$ cat config.mk
export PLATFORM = sky130hd
export DESIGN_NAME = lea_round_cell
export DESIGN_NICKNAME = d
export VERILOG_FILES = /design/src/hw/rtl/lea128_block_encrypt_defines.svh /design/src/hw/rtl/lea_pkg.sv /design/src/hw/rtl/lea_round_cell.sv
export SDC_FILE = /design/constraint.sdc
export NUM_CORES = 1
export LEC_CHECK = 0
export BUFFER_PORTS_ARGS = -buffer_cell sky130_fd_sc_hd__buf_2
export CELL_PAD_IN_SITES_DETAIL_PLACEMENT = 1
export CELL_PAD_IN_SITES_GLOBAL_PLACEMENT = 1
export CORE_AREA = 2 2 200 202
export CTS_CLUSTER_SIZE = 40
export DETAILED_ROUTE_END_ITERATION = 8
export DIE_AREA = 0 0 202 204
export PLACE_DENSITY = 0.95
export SYNTH_ARGS = -nofsm -noshare
export SYNTH_HDL_FRONTEND = slang
export SYNTH_SLANG_ARGS = --single-unit
$ cat constraint.sdc
create_clock -name clock -period 10.88 [get_ports clock]
set_clock_uncertainty 0.2 [all_clocks]
set_input_delay 0.544 -clock clock [delete_from_list [all_inputs] [get_ports clock]]
set_output_delay 0.544 -clock clock [all_outputs]
set_load 0.005 [all_outputs]
$ cat src/hw/rtl/lea128_block_encrypt_defines.svh
// Assertion macros for the block cipher RTL.
// Each macro expects the signals clock and reset in the scope where it is used.
`ifndef LEA128_BLOCK_ENCRYPT_DEFINES_SVH
`define LEA128_BLOCK_ENCRYPT_DEFINES_SVH

`ifndef NO_ASSERTIONS

`define LEA_ASSERT_IMPLY(label, pre, post) \
   label: assert property (@(posedge clock) disable iff (reset) (pre) |-> (post)) \
      else $error("lea128 assertion failed");

`define LEA_ASSERT_NEXT(label, pre, post) \
   label: assert property (@(posedge clock) disable iff (reset) (pre) |=> (post)) \
      else $error("lea128 assertion failed");

`else

`define LEA_ASSERT_IMPLY(label, pre, post)

`define LEA_ASSERT_NEXT(label, pre, post)

`endif

`endif

$ cat src/hw/rtl/lea_pkg.sv
package lea_pkg;

   localparam int unsigned WORD_WIDTH = 32;
   localparam int unsigned BLOCK_WORDS = 4;
   localparam int unsigned KEY_WORDS = 4;
   localparam int unsigned CSR_INDEX_WIDTH = 2;

   typedef logic [WORD_WIDTH-1:0] lea_word_type;
   typedef logic [BLOCK_WORDS-1:0][WORD_WIDTH-1:0] lea_block_type;
   typedef logic [KEY_WORDS-1:0][WORD_WIDTH-1:0] lea_key_type;
   typedef logic [CSR_INDEX_WIDTH-1:0] lea_csr_index_type;

   typedef struct packed {
      logic          valid;
      lea_block_type x;
      lea_key_type   t;
   } lea_stage_type;

   localparam lea_key_type LEA_DELTA = {
      32'h78df30ec, 32'h79e27c8a, 32'h44626b02, 32'hc3efe9db
   };

   function automatic lea_word_type rotl32(input lea_word_type v, input logic [4:0] n);
      return (v << n) | (v >> (6'd32 - {1'b0, n}));
   endfunction

   function automatic lea_word_type round_delta(input int unsigned r);
      logic [4:0] n;
      logic [1:0] sel;
      n = r[4:0];
      sel = r[1:0];
      return rotl32(LEA_DELTA[sel], n);
   endfunction

endpackage

$ cat src/hw/rtl/lea_round_cell.sv
module lea_round_cell
   import lea_pkg::*;
#(
   parameter int unsigned ROUND_INDEX = 0
) (
   input  logic          clock,
   input  logic          reset,
   input  logic          advance,
   input  lea_stage_type stage_in,
   output lea_stage_type stage_out
);

   localparam lea_word_type DELTA_0 = round_delta(ROUND_INDEX);
   localparam lea_word_type DELTA_1 = rotl32(DELTA_0, 5'd1);
   localparam lea_word_type DELTA_2 = rotl32(DELTA_0, 5'd2);
   localparam lea_word_type DELTA_3 = rotl32(DELTA_0, 5'd3);

   logic          valid_ff;
   lea_block_type x_ff;
   lea_block_type x_in;
   lea_key_type   t_ff;
   lea_key_type   t_in;

   always_comb begin
      t_in[0] = rotl32(stage_in.t[0] + DELTA_0, 5'd1);
      t_in[1] = rotl32(stage_in.t[1] + DELTA_1, 5'd3);
      t_in[2] = rotl32(stage_in.t[2] + DELTA_2, 5'd6);
      t_in[3] = rotl32(stage_in.t[3] + DELTA_3, 5'd11);

      x_in[0] = rotl32((stage_in.x[0] ^ t_in[0]) + (stage_in.x[1] ^ t_in[1]), 5'd9);
      x_in[1] = rotl32((stage_in.x[1] ^ t_in[2]) + (stage_in.x[2] ^ t_in[1]), 5'd27);
      x_in[2] = rotl32((stage_in.x[2] ^ t_in[3]) + (stage_in.x[3] ^ t_in[1]), 5'd29);
      x_in[3] = stage_in.x[0];
   end

   always_ff @(posedge clock) begin
      if (reset) begin
         valid_ff <= 1'b0;
      end else if (advance) begin
         valid_ff <= stage_in.valid;
      end
   end

   always_ff @(posedge clock) begin
      if (advance) begin
         x_ff <= x_in;
         t_ff <= t_in;
      end
   end

   assign stage_out.valid = valid_ff;
   assign stage_out.x = x_ff;
   assign stage_out.t = t_ff;

endmodule

-- Yosys cells after proc, flatten, opt, wreduce, memory -nomap -nowiden
Cells that the tools add are included.
W data, S select, Z words.
- register bits after elaboration: 257
- latch bits: 0
- bits in writable memories: 0
- memory bits (read-only): 0
- input bits: 260
- output and inout port bits: 257
- memories kept: 0
- add/sub/neg operators: 7
- $mul: 0
- divide/modulo/power cells: 0
- $lt $le $gt $ge: 0
- equality and inequality tests: 0
- shift-type cells: 0
- multiplexer cells: 0
- bitwise gates (word level): 13
- reduce and logical (&&, ||, !) cells: 0
- operator list (cell ; count):
    $xor A32 B32 Y32 ; 6
    $add A32 B32 Y32 ; 3
    $add A32 B32 Y32 const B ; 2
    $add A32 B28 Y32 const B ; 1
    $add A32 B29 Y32 const B ; 1
    $or A32 B1 Y32 ; 1
    $or A32 B11 Y32 ; 1
    $or A32 B27 Y32 ; 1
    $or A32 B29 Y32 ; 1
    $or A32 B3 Y32 ; 1
    $or A32 B6 Y32 ; 1
    $or A32 B9 Y32 ; 1

-- Depth between registers and ports, before layout
- depth in word-level cells: 5
- mapped depth: 20
- mapped depth without buffers: 20

-- Least setup slack after synthesis
Ideal clock, no wire load.
- path kind: input to register
- start: input stage_in[32] (netlist name)
- end: register x_ff, in the netlist stage_out[156] (data pin)
- setup time: 265 ps
- arrival: 4706 ps
- required time: 10415 ps
- path slack: 5709 ps
- stages on the path: 20
- cells stage by stage: clkbuf_1 inv_1 ha_1 nand2b_1 a211oi_1 o21a_1 nor3_1 o41ai_2 a21boi_1 xnor2_1 xnor2_1 ha_1 a21o_1 a21oi_1 o21ai_0 a31o_2 a31o_2 o21ai_1 o21ai_0 xor2_1
- RTL lines (item ; RTL line ; source):
    from (decl) ; lea_round_cell.sv:9 ; input lea_stage_type stage_in,
    to (signal assigned) ; lea_round_cell.sv:46 ; x_ff <= x_in;
    to (decl) ; lea_round_cell.sv:19 ; lea_block_type x_ff;

==> impl_metrics.toml <==
[outcome]
status = "finished clean"

[setup_path]
critPathKind = "primary input to register"
end_kind = "register"
worstPathMaxFanout = 6
cp_top_family = "compound AO/OA/AOI/OAI gates"
crit_required_ns = 11.00
path_cells = "buf_2 -> inv_1 -> ha_1 -> nand2b_1 -> a211oi_1 -> o21a_1 -> nor3_1 -> o41ai_2 -> a21boi_1 -> xnor2_1 -> xnor2_1 -> fa_1 -> a211oi_1 -> o21ai_0 -> a31oi_1 -> o211a_1 -> o221ai_1 -> a31oi_1 -> o21ai_0 -> xor2_1"
cp.buffers_inverters = 2
regToRegStartpoint = "valid_ff$_SDFFE_PP0P_"
worstSetupPathDepth = 20
worstPathArrival_ns = 6.31
regToRegEndpoint = "valid_ff$_SDFFE_PP0P_"
crit_start = "stage_in[32]"
rr_worst_depth = 2
critPathLaunchType = "primary input"
reg2reg_slack_ns = 10.08
cp-endpoint = "stage_out[181]$_DFFE_PP_"
slowest_delay_ns = 0.57
slowest_stage = "xnor2_1"

[clocking]
clk_path_buf_depth = 3
cts_tree = "done"
clkSinkCount = 257
holdBufCountCts = 31
insertion_delay_ns = 0.57
postCtsSetupBuffers = 0
htreeDepth = 1
clkTransAtPathRegs_ns = 0.06
ctsResizeCount = 0
cts_buffers = 31
root_buffer = "clkbuf_16"

[routing]
dr.first_iter.drc_count = 982
routed-wl-met2_um = 34800
wl_met1_um = 26600
num_vias = 14900
first_pass_iters = 5
avgViaCountPerCell = 5.68
wirelength_um = 69500
route.top_layer_used = "met5"
dr_wl_met3_um = 4690
route.detailed.drc = 0
wl_per_cell_um = 26.5
ant_nets = 0

[sta]
finalMaxSlewViolations = 0
max_clock_freq_ghz = 0.162
post-route-period-util_pct = 56.9
finalCriticalPeriod_ns = 6.19
worst_pin_slew_ns = 1.04
hold_violations = 0
finalSetupViolCount = 0
rsz0062_at_grt = "false"
finalSetupTns_ns = 0
hold-worst-slack_ns = 0.0218
slew_headroom_pct = 30.6
setup_ws_ns = 4.69

[power]
vdd_drop_max_v = 0.000103
p_sw_w = 0.00146
power.density_nw_per_um2 = 193
p_sw_share_pct = 35.8
power_frac_comb_pct = 37.7
p_seq_share_pct = 35.3
p_clk_share_pct = 27.1
internal_power_w = 0.00262
leakage_nw = 9.11

[floorplanning]
fp.dieW_um = 202
rows = 73
core_um2 = 39200
fp.dieH_um = 204
io_pins = 517
start_util_pct = 42.3
die-area_um2 = 41200

[final_layout]
multi_input_area_um2 = 8580
fin_cells = 2625
final_common_cell = "buf_2"
fillers = 4391
drive_gt1_share_pct = 28.3
layout_common_cells = "buf_2 (515), edfxtp_1 (256), xor2_1 (196)"
final_nets = 2422
regArea_um2 = 7710
syn2layout_area_growth_pct = 27.8

[yosys]
yosys.cell_types.count = 72
synth-xor-area-share_pct = 20.5
synth_fa_ha_area_share_pct = 7.69
synthFlopType = "edfxtp_1"
syn-cell-area_um2 = 16600
synth-seq-cells = 257
syn_nets = 1856
netlist_instances = 1496
synth.avg_cell_area_um2 = 11.1
synthSimpleGateAreaFrac_pct = 9.55
yosys_warnings = 0
synthArstFlopShare_pct = 0
ys_seq_area_share_pct = 46.5
synth_compound_area_share_pct = 14.0
synth_top_family_by_area = "XOR/XNOR gates"
synth_edf_count = 256
synth_mux_area_share_pct = 0.0604

[placed_design]
dp.cells = 2523
pre_cts_ws_ns = 4.10
post-dp-hpwl_um = 54100
port_buffers = 516
globalplace.congestion = 0.941

[global_route]
grt_overflow = 0
antenna_found_initial = 14
grt_max_degree = 122
grt_first_pass_wirelength_um = 99800
grt_usage_pct = 32.4
grt_pass1_vias = 15700

[job]
maxCapViolCount = 0

[worst_hold_path]
hold_class = "primary input to register"
## through the flow
step	cell area, um2	util, %	total power (W)
after floorplan	16600	-	0.00229
after global placement	19800	50.5	0.00286
after detailed placement	19800	50.5	0.00292
after CTS	21100	54.0	0.00404
after global routing	21200	54.0	0.00424
final	21200	54.0	0.00408
## sequential cells by signal, summed over array words and instances, names as in the netlist
name,count
stage_out,256
valid_ff,1
## layout make-up
cell class	count	share of cell area [%]
Multi-Input combinational cell	1165	40.5
Sequential cell	257	36.4
Timing Repair Buffer	551	13.9
Clock buffer	34	3.72
Tap cell	525	3.10
Clock inverter	24	1.26
Inverter	56	0.993
Antenna cell	13	0.154
## logic make-up after synthesis
logic type	count (synthesis)
fa+ha+maj	100
simple gates	331
mux	1
buf+inv	74
xor+xnor	380
flops	257
compound gates	353
## synth_stat cells (all sizes together) (5+ instances only)
master | count | area, um2
nand3b | 7 | 52.6
a21boi | 6 | 45.0
nor2 | 95 | 357
and2 | 8 | 50.1
nor3 | 33 | 165
a31oi | 18 | 113
a211o | 8 | 70.1
xor2 | 196 | 1720
nor2b | 13 | 81.3
clkbuf | 16 | 60.1
o21bai | 15 | 113
and3 | 9 | 56.3
nand4 | 13 | 81.3
o21a | 17 | 129
o21ai | 72 | 360
a21oi | 88 | 440
ha | 97 | 1210
nand2b | 10 | 62.6
nand2 | 89 | 334
o2111ai | 5 | 43.8
o31ai | 6 | 50.1
or2 | 8 | 50.1
o211ai | 9 | 67.6
edfxtp | 256 | 7690
a21o | 58 | 435
or3 | 9 | 56.3
inv | 56 | 210
a211oi | 11 | 82.6
nor4 | 5 | 31.3
nand3 | 21 | 105
xnor2 | 180 | 1580
## power by group through the flow
| stage | sequential [W] | combinational (W) | clock, W |
|---|---|---|---|
| 2_1_floorplan | 0.00145 | 0.000833 | 0 |
| 3_3_place_gp | 0.00144 | 0.00142 | 0 |
| 3_5_place_dp | 0.00144 | 0.00148 | 0 |
| 4_1_cts | 0.00143 | 0.00151 | 0.00110 |
| 5_1_grt | 0.00145 | 0.00165 | 0.00115 |
| 6_report | 0.00144 | 0.00154 | 0.00110 |
## per-layer routing
| layer | track usage (%) | vias to the layer above |
|---|---|---|
| li1 | - | 6608 |
| met1 | 38.1 | 7397 |
| met2 | 58.0 | 746 |
| met3 | 5.39 | 164 |
| met4 | 14.7 | 4 |
| met5 | 0 | - |
## worst min path at each step
stage / startpoint / end / slack [ns] / cells past startpoint
after floorplan: valid_ff$_SDFFE_PP0P_ / valid_ff$_SDFFE_PP0P_ / 0.26 / 2
after global placement: valid_ff$_SDFFE_PP0P_ / valid_ff$_SDFFE_PP0P_ / 0.27 / 2
after detailed placement: valid_ff$_SDFFE_PP0P_ / valid_ff$_SDFFE_PP0P_ / 0.29 / 2
after CTS: stage_in[139] / stage_out[235]$_DFFE_PP_ / 0.006 / 1
after global routing: stage_in[139] / stage_out[235]$_DFFE_PP_ / 0.005 / 1
final: stage_in[139] / stage_out[235]$_DFFE_PP_ / 0.02 / 1
Note: power is estimated with default switching activity, not from simulation.
